===== src/hw/rtl/pl0_token_scanner_core_macros.svh =====
// Assertion shorthands shared by the scanner RTL.
`ifndef PL0_TOKEN_SCANNER_CORE_MACROS_SVH
`define PL0_TOKEN_SCANNER_CORE_MACROS_SVH

// Same-cycle implication, disabled while reset is asserted.
`define PL0TS_ASSERT_NOW(label, ante, cons, msg) \
  label: assert property (@(posedge clk) disable iff (!rst_n) (ante) |-> (cons)) \
    else $error(msg);

// Next-cycle implication, disabled while reset is asserted.
`define PL0TS_ASSERT_NEXT(label, ante, cons, msg) \
  label: assert property (@(posedge clk) disable iff (!rst_n) (ante) |=> (cons)) \
    else $error(msg);

`endif


===== src/hw/rtl/pl0ts_pkg.sv =====
`timescale 1ns / 1ps
package pl0ts_pkg;

  localparam int NAME_CHARS = 8;
  localparam int KW_COUNT   = 17;

  // Scan modes
  localparam logic [2:0] MODE_IDLE    = 3'd0;
  localparam logic [2:0] MODE_NAME    = 3'd1;
  localparam logic [2:0] MODE_NUMBER  = 3'd2;
  localparam logic [2:0] MODE_COLON   = 3'd3;
  localparam logic [2:0] MODE_LESS    = 3'd4;
  localparam logic [2:0] MODE_GREATER = 3'd5;
  localparam logic [2:0] MODE_COMMENT = 3'd6;

  // Token kinds
  localparam logic [5:0] KIND_END      = 6'd0;
  localparam logic [5:0] KIND_NAME     = 6'd1;
  localparam logic [5:0] KIND_NUMBER   = 6'd2;
  localparam logic [5:0] KIND_BEGIN    = 6'd3;
  localparam logic [5:0] KIND_KW_END   = 6'd4;
  localparam logic [5:0] KIND_IF       = 6'd5;
  localparam logic [5:0] KIND_THEN     = 6'd6;
  localparam logic [5:0] KIND_WHILE    = 6'd7;
  localparam logic [5:0] KIND_DO       = 6'd8;
  localparam logic [5:0] KIND_RETURN   = 6'd9;
  localparam logic [5:0] KIND_FUNCTION = 6'd10;
  localparam logic [5:0] KIND_VAR      = 6'd11;
  localparam logic [5:0] KIND_CONST    = 6'd12;
  localparam logic [5:0] KIND_ODD      = 6'd13;
  localparam logic [5:0] KIND_WRITE    = 6'd14;
  localparam logic [5:0] KIND_WRITELN  = 6'd15;
  localparam logic [5:0] KIND_CLASS    = 6'd16;
  localparam logic [5:0] KIND_ENDTYPE  = 6'd17;
  localparam logic [5:0] KIND_OBJECT   = 6'd18;
  localparam logic [5:0] KIND_PLUS     = 6'd19;
  localparam logic [5:0] KIND_MINUS    = 6'd20;
  localparam logic [5:0] KIND_TIMES    = 6'd21;
  localparam logic [5:0] KIND_SLASH    = 6'd22;
  localparam logic [5:0] KIND_LPAREN   = 6'd23;
  localparam logic [5:0] KIND_RPAREN   = 6'd24;
  localparam logic [5:0] KIND_EQL      = 6'd25;
  localparam logic [5:0] KIND_LSS      = 6'd26;
  localparam logic [5:0] KIND_GTR      = 6'd27;
  localparam logic [5:0] KIND_NOTEQ    = 6'd28;
  localparam logic [5:0] KIND_LSSEQ    = 6'd29;
  localparam logic [5:0] KIND_GTREQ    = 6'd30;
  localparam logic [5:0] KIND_COMMA    = 6'd31;
  localparam logic [5:0] KIND_PERIOD   = 6'd32;
  localparam logic [5:0] KIND_SEMI     = 6'd33;
  localparam logic [5:0] KIND_ASSIGN   = 6'd34;
  localparam logic [5:0] KIND_LBRACK   = 6'd35;
  localparam logic [5:0] KIND_RBRACK   = 6'd36;
  localparam logic [5:0] KIND_CARET    = 6'd37;
  localparam logic [5:0] KIND_AMP      = 6'd38;
  localparam logic [5:0] KIND_COLON    = 6'd39;
  localparam logic [5:0] KIND_OTHER    = 6'd40;

  // Source bytes with special meaning
  localparam logic [7:0] CH_NUL    = 8'h00;
  localparam logic [7:0] CH_TAB    = 8'h09;
  localparam logic [7:0] CH_LF     = 8'h0A;
  localparam logic [7:0] CH_CR     = 8'h0D;
  localparam logic [7:0] CH_SPACE  = 8'h20;
  localparam logic [7:0] CH_HASH   = 8'h23;
  localparam logic [7:0] CH_AMP    = 8'h26;
  localparam logic [7:0] CH_LPAREN = 8'h28;
  localparam logic [7:0] CH_RPAREN = 8'h29;
  localparam logic [7:0] CH_STAR   = 8'h2A;
  localparam logic [7:0] CH_PLUS   = 8'h2B;
  localparam logic [7:0] CH_COMMA  = 8'h2C;
  localparam logic [7:0] CH_MINUS  = 8'h2D;
  localparam logic [7:0] CH_PERIOD = 8'h2E;
  localparam logic [7:0] CH_SLASH  = 8'h2F;
  localparam logic [7:0] CH_ZERO   = 8'h30;
  localparam logic [7:0] CH_NINE   = 8'h39;
  localparam logic [7:0] CH_COLON  = 8'h3A;
  localparam logic [7:0] CH_SEMI   = 8'h3B;
  localparam logic [7:0] CH_LESS   = 8'h3C;
  localparam logic [7:0] CH_EQUAL  = 8'h3D;
  localparam logic [7:0] CH_GREATR = 8'h3E;
  localparam logic [7:0] CH_UP_A   = 8'h41;
  localparam logic [7:0] CH_UP_Z   = 8'h5A;
  localparam logic [7:0] CH_LBRACK = 8'h5B;
  localparam logic [7:0] CH_RBRACK = 8'h5D;
  localparam logic [7:0] CH_CARET  = 8'h5E;
  localparam logic [7:0] CH_UNDER  = 8'h5F;
  localparam logic [7:0] CH_LO_A   = 8'h61;
  localparam logic [7:0] CH_LO_Z   = 8'h7A;
  localparam logic [7:0] CH_TILDE  = 8'h7E;

  // Keyword table: text packed first byte low, length, kind
  localparam logic [63:0] KW_TEXT [KW_COUNT] = '{
    64'h0000_006E_6967_6562, // begin
    64'h0000_0000_0064_6E65, // end
    64'h0000_0000_0000_6669, // if
    64'h0000_0000_6E65_6874, // then
    64'h0000_0065_6C69_6877, // while
    64'h0000_0000_0000_6F64, // do
    64'h0000_6E72_7574_6572, // return
    64'h6E6F_6974_636E_7566, // function
    64'h0000_0000_0072_6176, // var
    64'h0000_0074_736E_6F63, // const
    64'h0000_0000_0064_646F, // odd
    64'h0000_0065_7469_7277, // write
    64'h006E_6C65_7469_7277, // writeln
    64'h0000_7463_7572_7473, // struct
    64'h0000_0073_7361_6C63, // class
    64'h0065_7079_7464_6E65, // endtype
    64'h0000_7463_656A_626F  // object
  };
  localparam logic [7:0] KW_LEN [KW_COUNT] = '{
    8'd5, 8'd3, 8'd2, 8'd4, 8'd5, 8'd2, 8'd6, 8'd8, 8'd3,
    8'd5, 8'd3, 8'd5, 8'd7, 8'd6, 8'd5, 8'd7, 8'd6
  };
  localparam logic [5:0] KW_KIND [KW_COUNT] = '{
    KIND_BEGIN, KIND_KW_END, KIND_IF, KIND_THEN, KIND_WHILE, KIND_DO,
    KIND_RETURN, KIND_FUNCTION, KIND_VAR, KIND_CONST, KIND_ODD, KIND_WRITE,
    KIND_WRITELN, KIND_CLASS, KIND_CLASS, KIND_ENDTYPE, KIND_OBJECT
  };

  typedef struct packed {
    logic [2:0]  mode;
    logic [63:0] name_buf;
    logic [7:0]  name_cnt;
    logic [31:0] num_acc;
  } scan_state_t;

  typedef struct packed {
    logic [5:0]  kind;
    logic [31:0] number_value;
    logic [63:0] name_text;
    logic [7:0]  name_length;
    logic        last;
  } token_t;

  function automatic token_t make_token(input logic [5:0] kind,
                                        input logic [31:0] num,
                                        input logic [63:0] text,
                                        input logic [7:0] len);
    token_t t;
    t.kind         = kind;
    t.number_value = num;
    t.name_text    = text;
    t.name_length  = len;
    t.last         = 1'b0;
    return t;
  endfunction

  function automatic logic is_letter(input logic [7:0] c);
    return (c >= CH_LO_A && c <= CH_LO_Z) || (c >= CH_UP_A && c <= CH_UP_Z) ||
           c == CH_UNDER || c == CH_TILDE;
  endfunction

  function automatic logic is_digit(input logic [7:0] c);
    return c >= CH_ZERO && c <= CH_NINE;
  endfunction

  // Single-byte symbol kinds; anything unlisted is other
  function automatic logic [5:0] symbol_kind(input logic [7:0] c);
    logic [5:0] k;
    unique case (c)
      CH_PLUS:   k = KIND_PLUS;
      CH_MINUS:  k = KIND_MINUS;
      CH_STAR:   k = KIND_TIMES;
      CH_SLASH:  k = KIND_SLASH;
      CH_LPAREN: k = KIND_LPAREN;
      CH_RPAREN: k = KIND_RPAREN;
      CH_EQUAL:  k = KIND_EQL;
      CH_COMMA:  k = KIND_COMMA;
      CH_PERIOD: k = KIND_PERIOD;
      CH_SEMI:   k = KIND_SEMI;
      CH_LBRACK: k = KIND_LBRACK;
      CH_RBRACK: k = KIND_RBRACK;
      CH_CARET:  k = KIND_CARET;
      CH_AMP:    k = KIND_AMP;
      default:   k = KIND_OTHER;
    endcase
    return k;
  endfunction

  // Compare a finished name against all keywords in parallel
  function automatic token_t name_token(input logic [63:0] text,
                                        input logic [7:0] len);
    token_t t;
    logic   hit;
    t   = make_token(KIND_NAME, 32'd0, text, len);
    hit = 1'b0;
    for (int i = 0; i < KW_COUNT; i++) begin
      if (!hit && len == KW_LEN[i] && text == KW_TEXT[i]) begin
        hit = 1'b1;
        t   = make_token(KW_KIND[i], 32'd0, 64'd0, 8'd0);
      end
    end
    return t;
  endfunction

endpackage


===== src/hw/rtl/pl0ts_chan_if.sv =====
`timescale 1ns / 1ps
// Source byte channel
interface pl0ts_byte_if;
  logic       valid;
  logic       ready;
  logic [7:0] ch;

  modport source (output valid, output ch, input ready);
  modport sink   (input valid, input ch, output ready);
endinterface

// Token channel
interface pl0ts_tok_if;
  logic        valid;
  logic        ready;
  logic [5:0]  kind;
  logic [31:0] number_value;
  logic [63:0] name_text;
  logic [7:0]  name_length;
  logic        last;

  modport source (output valid, output kind, output number_value, output name_text,
                  output name_length, output last, input ready);
  modport sink   (input valid, input kind, input number_value, input name_text,
                  input name_length, input last, output ready);
endinterface


===== src/hw/rtl/pl0_token_scanner_core.sv =====
`timescale 1ns / 1ps
// PL/0-style token scanner core.
//
// in_byte: one source byte per word (ch); byte 0 ends the text, flushes any
//   pending token and yields an end token, then the scanner starts afresh.
// out_tok: one token per word: kind, number_value, name_text, name_length,
//   and last, which marks the final token caused by an input byte.
// Both channels use valid/ready; a word moves when both are high.
//
// A byte is registered in the input register, scanned from there once the
// output queue has room for its tokens, and its tokens are registered in the
// queue, whose head is shown on out_tok.
// Throughput: one byte per cycle while out_tok is ready and each byte yields
// at most one token. A byte that yields two tokens is scanned only into an
// empty output queue and fills it, so it waits while a token from the byte
// before it is still queued; the output queue holds two entries.
// Reset (synchronous, active low) empties the input register and the queue
// and returns the scanner to idle with cleared buffers.
// When out_tok stalls, the queue fills and in_byte.ready drops; nothing is
// lost and the byte waiting in the input register holds until it can scan.
module pl0_token_scanner_core (
  input  logic                 clk,
  input  logic                 rst_n,
  pl0ts_byte_if.sink           in_byte,
  pl0ts_tok_if.source          out_tok
);

  `include "pl0_token_scanner_core_macros.svh"

  // Input register
  logic                   in_valid_r;
  logic [7:0]             in_ch_r;

  // Scanner state
  pl0ts_pkg::scan_state_t st_r;
  pl0ts_pkg::scan_state_t st_nxt;

  // Step results
  pl0ts_pkg::token_t      tok0;
  pl0ts_pkg::token_t      tok1;
  logic [1:0]             n_tok;

  // Output queue: q0_r is the head shown on out_tok
  pl0ts_pkg::token_t      q0_r;
  pl0ts_pkg::token_t      q1_r;
  logic [1:0]             qn_r;
  pl0ts_pkg::token_t      q0_nxt;
  pl0ts_pkg::token_t      q1_nxt;
  logic [1:0]             qn_nxt;
  logic [1:0]             qn_left;

  logic                   consume;
  logic                   pop;
  logic                   take;

  pl0ts_step u_step (
    .st     (st_r),
    .ch     (in_ch_r),
    .st_nxt (st_nxt),
    .tok0   (tok0),
    .tok1   (tok1),
    .n_tok  (n_tok)
  );

  // Scan the held byte only when the queue has room for all its tokens;
  // the room check uses registered counts so ready never waits on out_tok.
  assign consume = in_valid_r &&
                   (n_tok == 2'd0 || qn_r == 2'd0 || (n_tok == 2'd1 && qn_r == 2'd1));
  assign in_byte.ready = !in_valid_r || consume;
  assign take    = in_byte.valid && in_byte.ready;
  assign pop     = (qn_r != 2'd0) && out_tok.ready;

  // Capture a new byte; drop the held one once scanned
  always_ff @(posedge clk) begin
    if (!rst_n) begin
      in_valid_r <= 1'b0;
    end else if (take) begin
      in_valid_r <= 1'b1;
    end else if (consume) begin
      in_valid_r <= 1'b0;
    end
  end

  always_ff @(posedge clk) begin
    if (take) begin
      in_ch_r <= in_byte.ch;
    end
  end

  // Advance scanner state on every scanned byte
  always_ff @(posedge clk) begin
    if (!rst_n) begin
      st_r <= '{mode: pl0ts_pkg::MODE_IDLE, name_buf: 64'd0, name_cnt: 8'd0,
                num_acc: 32'd0};
    end else if (consume) begin
      st_r <= st_nxt;
    end
  end

  // Queue update: shift out the head on pop, then append new tokens
  always_comb begin
    qn_left = qn_r - {1'b0, pop};
    q0_nxt  = pop ? q1_r : q0_r;
    q1_nxt  = q1_r;
    qn_nxt  = qn_left;
    if (consume && n_tok != 2'd0) begin
      if (qn_left == 2'd0) begin
        q0_nxt = tok0;
        if (n_tok == 2'd2) begin
          q1_nxt = tok1;
        end
      end else begin
        q1_nxt = tok0;
      end
      qn_nxt = qn_left + n_tok;
    end
  end

  always_ff @(posedge clk) begin
    if (!rst_n) begin
      qn_r <= 2'd0;
    end else begin
      qn_r <= qn_nxt;
    end
  end

  always_ff @(posedge clk) begin
    q0_r <= q0_nxt;
    q1_r <= q1_nxt;
  end

  assign out_tok.valid        = (qn_r != 2'd0);
  assign out_tok.kind         = q0_r.kind;
  assign out_tok.number_value = q0_r.number_value;
  assign out_tok.name_text    = q0_r.name_text;
  assign out_tok.name_length  = q0_r.name_length;
  assign out_tok.last         = q0_r.last;

  `PL0TS_ASSERT_NOW(a_pair_needs_empty_queue, consume && n_tok == 2'd2, qn_r == 2'd0,
    "two-token byte scanned while queue not empty")
  `PL0TS_ASSERT_NOW(a_full_queue_no_push, consume && qn_r == 2'd2, n_tok == 2'd0,
    "token pushed into full queue")
  `PL0TS_ASSERT_NOW(a_pair_last_order, consume && n_tok == 2'd2, !tok0.last && tok1.last,
    "last flag misplaced on token pair")
  `PL0TS_ASSERT_NEXT(a_drain_count, pop && qn_r == 2'd2 && !consume, qn_r == 2'd1,
    "queue count wrong after pop from full queue")

endmodule


===== src/hw/rtl/pl0ts_step.sv =====
`timescale 1ns / 1ps
// One scanner step: current state plus one byte gives the next state and
// up to two tokens, first in tok0.
module pl0ts_step (
  input  pl0ts_pkg::scan_state_t st,
  input  logic [7:0]             ch,
  output pl0ts_pkg::scan_state_t st_nxt,
  output pl0ts_pkg::token_t      tok0,
  output pl0ts_pkg::token_t      tok1,
  output logic [1:0]             n_tok
);

  logic                  word_ch;
  logic                  pend_v;
  pl0ts_pkg::token_t     pend_tok;
  logic                  take_fresh;
  logic [2:0]            f_mode;
  logic                  f_emit;
  logic [5:0]            f_kind;
  pl0ts_pkg::token_t     f_tok;
  logic [31:0]           acc_x10;

  assign word_ch = pl0ts_pkg::is_letter(ch) || pl0ts_pkg::is_digit(ch);
  assign acc_x10 = {st.num_acc[28:0], 3'b000} + {st.num_acc[30:0], 1'b0};

  // Decode a byte seen with no token pending
  always_comb begin
    f_mode = pl0ts_pkg::MODE_IDLE;
    f_emit = 1'b0;
    f_kind = pl0ts_pkg::KIND_OTHER;
    if (ch == pl0ts_pkg::CH_NUL) begin
      f_emit = 1'b1;
      f_kind = pl0ts_pkg::KIND_END;
    end else if (ch == pl0ts_pkg::CH_SPACE || ch == pl0ts_pkg::CH_TAB ||
                 ch == pl0ts_pkg::CH_LF || ch == pl0ts_pkg::CH_CR) begin
      f_mode = pl0ts_pkg::MODE_IDLE;
    end else if (ch == pl0ts_pkg::CH_HASH) begin
      f_mode = pl0ts_pkg::MODE_COMMENT;
    end else if (pl0ts_pkg::is_letter(ch)) begin
      f_mode = pl0ts_pkg::MODE_NAME;
    end else if (pl0ts_pkg::is_digit(ch)) begin
      f_mode = pl0ts_pkg::MODE_NUMBER;
    end else if (ch == pl0ts_pkg::CH_COLON) begin
      f_mode = pl0ts_pkg::MODE_COLON;
    end else if (ch == pl0ts_pkg::CH_LESS) begin
      f_mode = pl0ts_pkg::MODE_LESS;
    end else if (ch == pl0ts_pkg::CH_GREATR) begin
      f_mode = pl0ts_pkg::MODE_GREATER;
    end else begin
      f_emit = 1'b1;
      f_kind = pl0ts_pkg::symbol_kind(ch);
    end
  end

  assign f_tok = pl0ts_pkg::make_token(f_kind, 32'd0, 64'd0, 8'd0);

  always_comb begin
    st_nxt     = st;
    pend_v     = 1'b0;
    pend_tok   = pl0ts_pkg::make_token(pl0ts_pkg::KIND_END, 32'd0, 64'd0, 8'd0);
    take_fresh = 1'b0;
    unique case (st.mode)
      pl0ts_pkg::MODE_COMMENT: begin
        if (ch == pl0ts_pkg::CH_HASH) begin
          st_nxt.mode = pl0ts_pkg::MODE_IDLE;
        end else if (ch == pl0ts_pkg::CH_NUL) begin
          st_nxt.mode = pl0ts_pkg::MODE_IDLE;
          pend_v      = 1'b1;
        end
      end
      pl0ts_pkg::MODE_NAME: begin
        if (word_ch) begin
          for (int i = 0; i < pl0ts_pkg::NAME_CHARS; i++) begin
            if (st.name_cnt == 8'(i)) begin
              st_nxt.name_buf[8*i +: 8] = st.name_buf[8*i +: 8] | ch;
            end
          end
          if (st.name_cnt != 8'hFF) begin
            st_nxt.name_cnt = st.name_cnt + 8'd1;
          end
        end else begin
          pend_v     = 1'b1;
          pend_tok   = pl0ts_pkg::name_token(st.name_buf, st.name_cnt);
          take_fresh = 1'b1;
        end
      end
      pl0ts_pkg::MODE_NUMBER: begin
        if (pl0ts_pkg::is_digit(ch)) begin
          st_nxt.num_acc = acc_x10 + {28'd0, ch[3:0]};
        end else begin
          pend_v     = 1'b1;
          pend_tok   = pl0ts_pkg::make_token(pl0ts_pkg::KIND_NUMBER, st.num_acc,
                                             64'd0, 8'd0);
          take_fresh = 1'b1;
        end
      end
      pl0ts_pkg::MODE_COLON: begin
        pend_v = 1'b1;
        if (ch == pl0ts_pkg::CH_EQUAL) begin
          st_nxt.mode = pl0ts_pkg::MODE_IDLE;
          pend_tok    = pl0ts_pkg::make_token(pl0ts_pkg::KIND_ASSIGN, 32'd0, 64'd0, 8'd0);
        end else begin
          pend_tok   = pl0ts_pkg::make_token(pl0ts_pkg::KIND_COLON, 32'd0, 64'd0, 8'd0);
          take_fresh = 1'b1;
        end
      end
      pl0ts_pkg::MODE_LESS: begin
        pend_v = 1'b1;
        if (ch == pl0ts_pkg::CH_EQUAL) begin
          st_nxt.mode = pl0ts_pkg::MODE_IDLE;
          pend_tok    = pl0ts_pkg::make_token(pl0ts_pkg::KIND_LSSEQ, 32'd0, 64'd0, 8'd0);
        end else if (ch == pl0ts_pkg::CH_GREATR) begin
          st_nxt.mode = pl0ts_pkg::MODE_IDLE;
          pend_tok    = pl0ts_pkg::make_token(pl0ts_pkg::KIND_NOTEQ, 32'd0, 64'd0, 8'd0);
        end else begin
          pend_tok   = pl0ts_pkg::make_token(pl0ts_pkg::KIND_LSS, 32'd0, 64'd0, 8'd0);
          take_fresh = 1'b1;
        end
      end
      pl0ts_pkg::MODE_GREATER: begin
        pend_v = 1'b1;
        if (ch == pl0ts_pkg::CH_EQUAL) begin
          st_nxt.mode = pl0ts_pkg::MODE_IDLE;
          pend_tok    = pl0ts_pkg::make_token(pl0ts_pkg::KIND_GTREQ, 32'd0, 64'd0, 8'd0);
        end else begin
          pend_tok   = pl0ts_pkg::make_token(pl0ts_pkg::KIND_GTR, 32'd0, 64'd0, 8'd0);
          take_fresh = 1'b1;
        end
      end
      default: begin
        take_fresh = 1'b1;
      end
    endcase

    // Start the next token; buffers only matter in the mode that set them
    if (take_fresh) begin
      st_nxt.mode     = f_mode;
      st_nxt.name_buf = {56'd0, ch};
      st_nxt.name_cnt = 8'd1;
      st_nxt.num_acc  = {28'd0, ch[3:0]};
    end
  end

  // Order the tokens and mark the final one
  always_comb begin
    tok0  = pend_tok;
    tok1  = f_tok;
    n_tok = 2'd0;
    if (pend_v) begin
      if (take_fresh && f_emit) begin
        n_tok     = 2'd2;
        tok1.last = 1'b1;
      end else begin
        n_tok     = 2'd1;
        tok0.last = 1'b1;
      end
    end else if (take_fresh && f_emit) begin
      n_tok     = 2'd1;
      tok0      = f_tok;
      tok0.last = 1'b1;
    end
  end

endmodule

===== src/flat_wrapper.sv =====
// flat-port wrapper written by rule: the top's interface ports become plain ports
module pl0_token_scanner_core_flat 
  (clk, rst_n, in_byte_valid, in_byte_ch, in_byte_ready, out_tok_valid, out_tok_kind, out_tok_number_value, out_tok_name_text, out_tok_name_length, out_tok_last, out_tok_ready);
  pl0ts_byte_if in_byte_i ();
  pl0ts_tok_if out_tok_i ();
  input  logic clk;
  input  logic rst_n;
  input wire logic [$bits(in_byte_i.valid)-1:0] in_byte_valid;
  input wire logic [$bits(in_byte_i.ch)-1:0] in_byte_ch;
  output wire logic [$bits(in_byte_i.ready)-1:0] in_byte_ready;
  output wire logic [$bits(out_tok_i.valid)-1:0] out_tok_valid;
  output wire logic [$bits(out_tok_i.kind)-1:0] out_tok_kind;
  output wire logic [$bits(out_tok_i.number_value)-1:0] out_tok_number_value;
  output wire logic [$bits(out_tok_i.name_text)-1:0] out_tok_name_text;
  output wire logic [$bits(out_tok_i.name_length)-1:0] out_tok_name_length;
  output wire logic [$bits(out_tok_i.last)-1:0] out_tok_last;
  input wire logic [$bits(out_tok_i.ready)-1:0] out_tok_ready;
  assign in_byte_i.valid = in_byte_valid;
  assign in_byte_i.ch = in_byte_ch;
  assign in_byte_ready = in_byte_i.ready;
  assign out_tok_valid = out_tok_i.valid;
  assign out_tok_kind = out_tok_i.kind;
  assign out_tok_number_value = out_tok_i.number_value;
  assign out_tok_name_text = out_tok_i.name_text;
  assign out_tok_name_length = out_tok_i.name_length;
  assign out_tok_last = out_tok_i.last;
  assign out_tok_i.ready = out_tok_ready;
  pl0_token_scanner_core u_core (.clk(clk), .rst_n(rst_n), .in_byte(in_byte_i), .out_tok(out_tok_i));
endmodule

===== config.mk =====
export PLATFORM = sky130hd
export DESIGN_NAME = pl0_token_scanner_core_flat
export DESIGN_NICKNAME = d
export VERILOG_FILES = /design/src/hw/rtl/pl0ts_pkg.sv /design/src/hw/rtl/pl0ts_chan_if.sv /design/src/hw/rtl/pl0_token_scanner_core.sv /design/src/hw/rtl/pl0ts_step.sv /design/src/flat_wrapper.sv
export VERILOG_INCLUDE_DIRS = /design/src /design/src/hw/rtl
export SDC_FILE = /design/constraint.sdc
export NUM_CORES = 1
export LEC_CHECK = 0
export BUFFER_PORTS_ARGS = -buffer_cell sky130_fd_sc_hd__buf_2
export CORE_ASPECT_RATIO = 0.7
export CORE_UTILIZATION = 45
export DETAILED_ROUTE_END_ITERATION = 10
export SLEW_MARGIN = 20
export SYNTH_ARGS = -nofsm -noshare
export SYNTH_HDL_FRONTEND = slang
export SYNTH_SLANG_ARGS = --single-unit

===== constraint.sdc =====
create_clock -name clk -period 13.9 [get_ports clk]
set_input_delay 1.39 -clock clk [delete_from_list [all_inputs] [get_ports clk]]
set_output_delay 1.39 -clock clk [all_outputs]
set_load 0.05 [all_outputs]

==> flow_metrics.tcl <==
set metrics [dict create \
    via_count 13500 \
    finClkSkew_ns 0.0218 \
    dieArea_um2 38300 \
    hold_start "u_core.q1_r[17]" \
    nFillCells 3459 \
    placed_cells 2265 \
    synth.cell_area_um2 16900 \
    io_buffers 124 \
    p_leak_nw 7.47 \
    finalSetupViolCount 0 \
    maxSlewViolCount 0 \
    synth-seq-cells 340 \
    numCtsBuffers 35 \
    relSlewSlack 0.299 \
    ys_types 79 \
    drt-vias-per-instance 5.78 \
    synth_most_common_cell "dfxtp_1" \
    path_class "flip-flop to flip-flop" \
    syn-num-nets 1839 \
    ys_warn_count 0 \
    power_frac_seq 0.383 \
    antenna_found_initial 0 \
    ys_top_cells_by_count "221 x dfxtp_1, 125 x nor2_1, 124 x mux2i_1, 121 x nand3_1, 119 x edfxtp_1" \
    place_worst_setup_slack_ns 8.39 \
    n_antenna_cell 0 \
    drcViolationCount 14 \
    worst_slack_ns 8.33 \
    p_total_mw 3.67 \
    finalCoreUtilization 0.519 \
    max_freq_mhz 179 \
    synth_edf_count 119 \
    yosysTopAreaCell "dfxtp_1" \
    pin_count 125 \
    vdd_drop_max_mv 0.129 \
    whs_ns 0.503 \
    setup.worst_path.start_class "flip-flop" \
    crit_start "u_core.in_ch_r[4]" \
    grt_pass1_wl_mm 71.9 \
    clk_pin_slew_ns 0.07 \
    hold_violations 0 \
    htree_levels 2 \
    hold_buffers 0 \
    violations "DRC" \
    drt_wl_total_mm 45.5 \
    place_hpwl_mm 31.3 \
    r2r-start "u_core.in_ch_r[4]" \
    grt_pass1_vias 12400 \
    start_util 0.464 \
    synth_ff_type "dfxtp_1" \
    post_cts_resized 0 \
    core-area_um2 36400 \
    async_flop_share 0 \
    overflow 0 \
    outcome "finished, violations left" \
    routedWlPerCell_um 19.5 \
    cts_tree "yes" \
    required_ns 14.05 \
    tightest_slew_ns 1.05 \
    ant_nets 0 \
    grtUsageTotal 0.238 \
    place_congestion 0.964 \
    critPathCaptureType "flip-flop" \
    syn_avg_cell_area_um2 9.61 \
    period_minus_slack_ns 5.57 \
    cap_viol_max_count 0 \
    syn_inst 1758 \
    fin_cells 2329 \
    rows 58 \
    final.setup.tns_ns 0 \
    clk_path_buf_depth 3 \
    grt_start_max_net_pins 96 \
    synth_area_leaders "dfxtp_1 26%, edfxtp_1 21%, mux2i_1 7.3%, ha_1 5.0%, nand3_1 3.6%" \
    chipHeight_um 164 \
    period_share 0.401 \
    cp_max_fo 61 \
    drive_gt1_frac 0.117 \
    comb_power_share 0.368 \
    synth-seq-area-share 0.473 \
    pwr-share-clk 0.249 \
    clockRootBuffer "clkbuf_16" \
    final_area_um2 18900 \
    clk_latency_ns 0.54 \
    crit_arrival_ns 5.73 \
    switching_share 0.422 \
    final_nets 1903 \
    hold_path_class "flip-flop to flip-flop" \
    syn2layout_area_growth_pct 12.0 \
    rsz0062_at_grt "no" \
    drt_iter0_drc 1156 \
    p_int_mw 2.12 \
    cts.sinks 340 \
    synthDominantCellAreaShare 0.262 \
    dieWidth_um 234 \
    drtPass1Iterations 8 \
    power_density_nw_per_um2 194 \
    post_cts_buffers 0 \
    switchingPower_mw 1.55 \
    place_area_um2 17800 \
]
==> worst max-delay path: stages (launching register included) <==
cell and delay, ns:
edfxtp_1 1.04, and4bb_2 0.46, a41oi_1 0.14, o221a_2 0.37, a311oi_4 0.30, a211o_1 0.20
ha_1 0.22, inv_1 0.06, a21oi_1 0.18, o21ai_0 0.22, nor2_1 0.38, o21a_4 0.69
buf_4 0.80
==> cell families after synthesis <==
| kind of cell | after synthesis | synth area share |
|---|---|---|
| simple gates | 666 | 0.211 |
| flops | 340 | 0.473 |
| compound gates | 372 | 0.134 |
| mux | 126 | 0.0748 |
| buf+inv | 148 | 0.0363 |
| fa+ha+maj | 69 | 0.0520 |
| xor+xnor | 37 | 0.0192 |
==> per-layer routing <==
metal / routed length (um) / GRT usage
met5: 0 / 0
met4: 622 / 0.0449
met1: 24200 / 0.391
met3: 3440 / 0.0493
met2: 17300 / 0.312
==> path summary, 6_finish.rpt <==
check	endpoint	slack (ns)	cells after the start
max	u_core.q1_r[73]	8.33	12
max reg2reg	u_core.q1_r[73]	8.33	12
min reg2reg	u_core.out_tok.name_text[8]	0.50	2
min	u_core.out_tok.name_text[8]	0.50	2
==> layout by cell type (no fill, tap or decap), drive strengths merged, types with 5 or more instances in the layout <==
cell type / netlist / final
and2: 43 / 43
o21bai: 7 / 7
xnor2: 22 / 22
nand2b: 19 / 19
a21boi: 25 / 25
nor2: 125 / 125
nand2: 116 / 116
nand3b: 7 / 7
or4: 17 / 17
xor2: 15 / 15
ha: 67 / 67
and4b: 5 / 5
and3: 81 / 81
a211oi: 8 / 8
nor4: 15 / 15
mux2i: 124 / 124
dfxtp: 221 / 221
a21o: 7 / 7
inv: 30 / 31
nand4: 20 / 20
edfxtp: 119 / 119
o211ai: 6 / 6
nor3: 24 / 24
a21oi: 96 / 96
nand4b: 10 / 10
nor2b: 23 / 23
buf: 23 / 145
nor3b: 7 / 7
o21ai: 149 / 149
o31ai: 5 / 5
clkinv: 0 / 9
or3: 8 / 8
a22oi: 14 / 14
o211a: 5 / 5
a31oi: 8 / 8
nand3: 121 / 121
nor4bb: 6 / 6
o21a: 9 / 9
clkbuf: 95 / 49
==> power groups by stage <==
stage                     clock network (mW)  registers, mW  logic, mW
after floorplan                            0           1.88      0.546
after global placement                     0           1.42       1.34
after detailed placement                   0           1.42       1.35
after CTS                              0.931           1.40       1.35
after global routing                   0.976           1.43       1.44
final                                  0.912           1.41       1.35
==> final cells by class <==
class	instances	area [um2]	share of cell area
Multi-Input combinational cell	1270	8330	0.440
Sequential cell	340	8000	0.423
Clock buffer	49	980	0.0518
Timing Repair Buffer	145	778	0.0411
Tap cell	480	601	0.0317
Clock inverter	15	119	0.00628
Inverter	30	113	0.00595
==> state kept, by name, summed over array words and instances (netlist names) <==
name	cells
u_core.st_r	107
u_core.out_tok.kind	6
u_core.out_tok.last	1
u_core.out_tok.name_length	8
u_core.in_valid_r	1
u_core.out_tok.number_value	32
u_core.qn_r	2
u_core.out_tok.name_text	64
u_core.in_ch_r	8
u_core.q1_r	111
No activity file was read; power rests on OpenSTA's default activity.
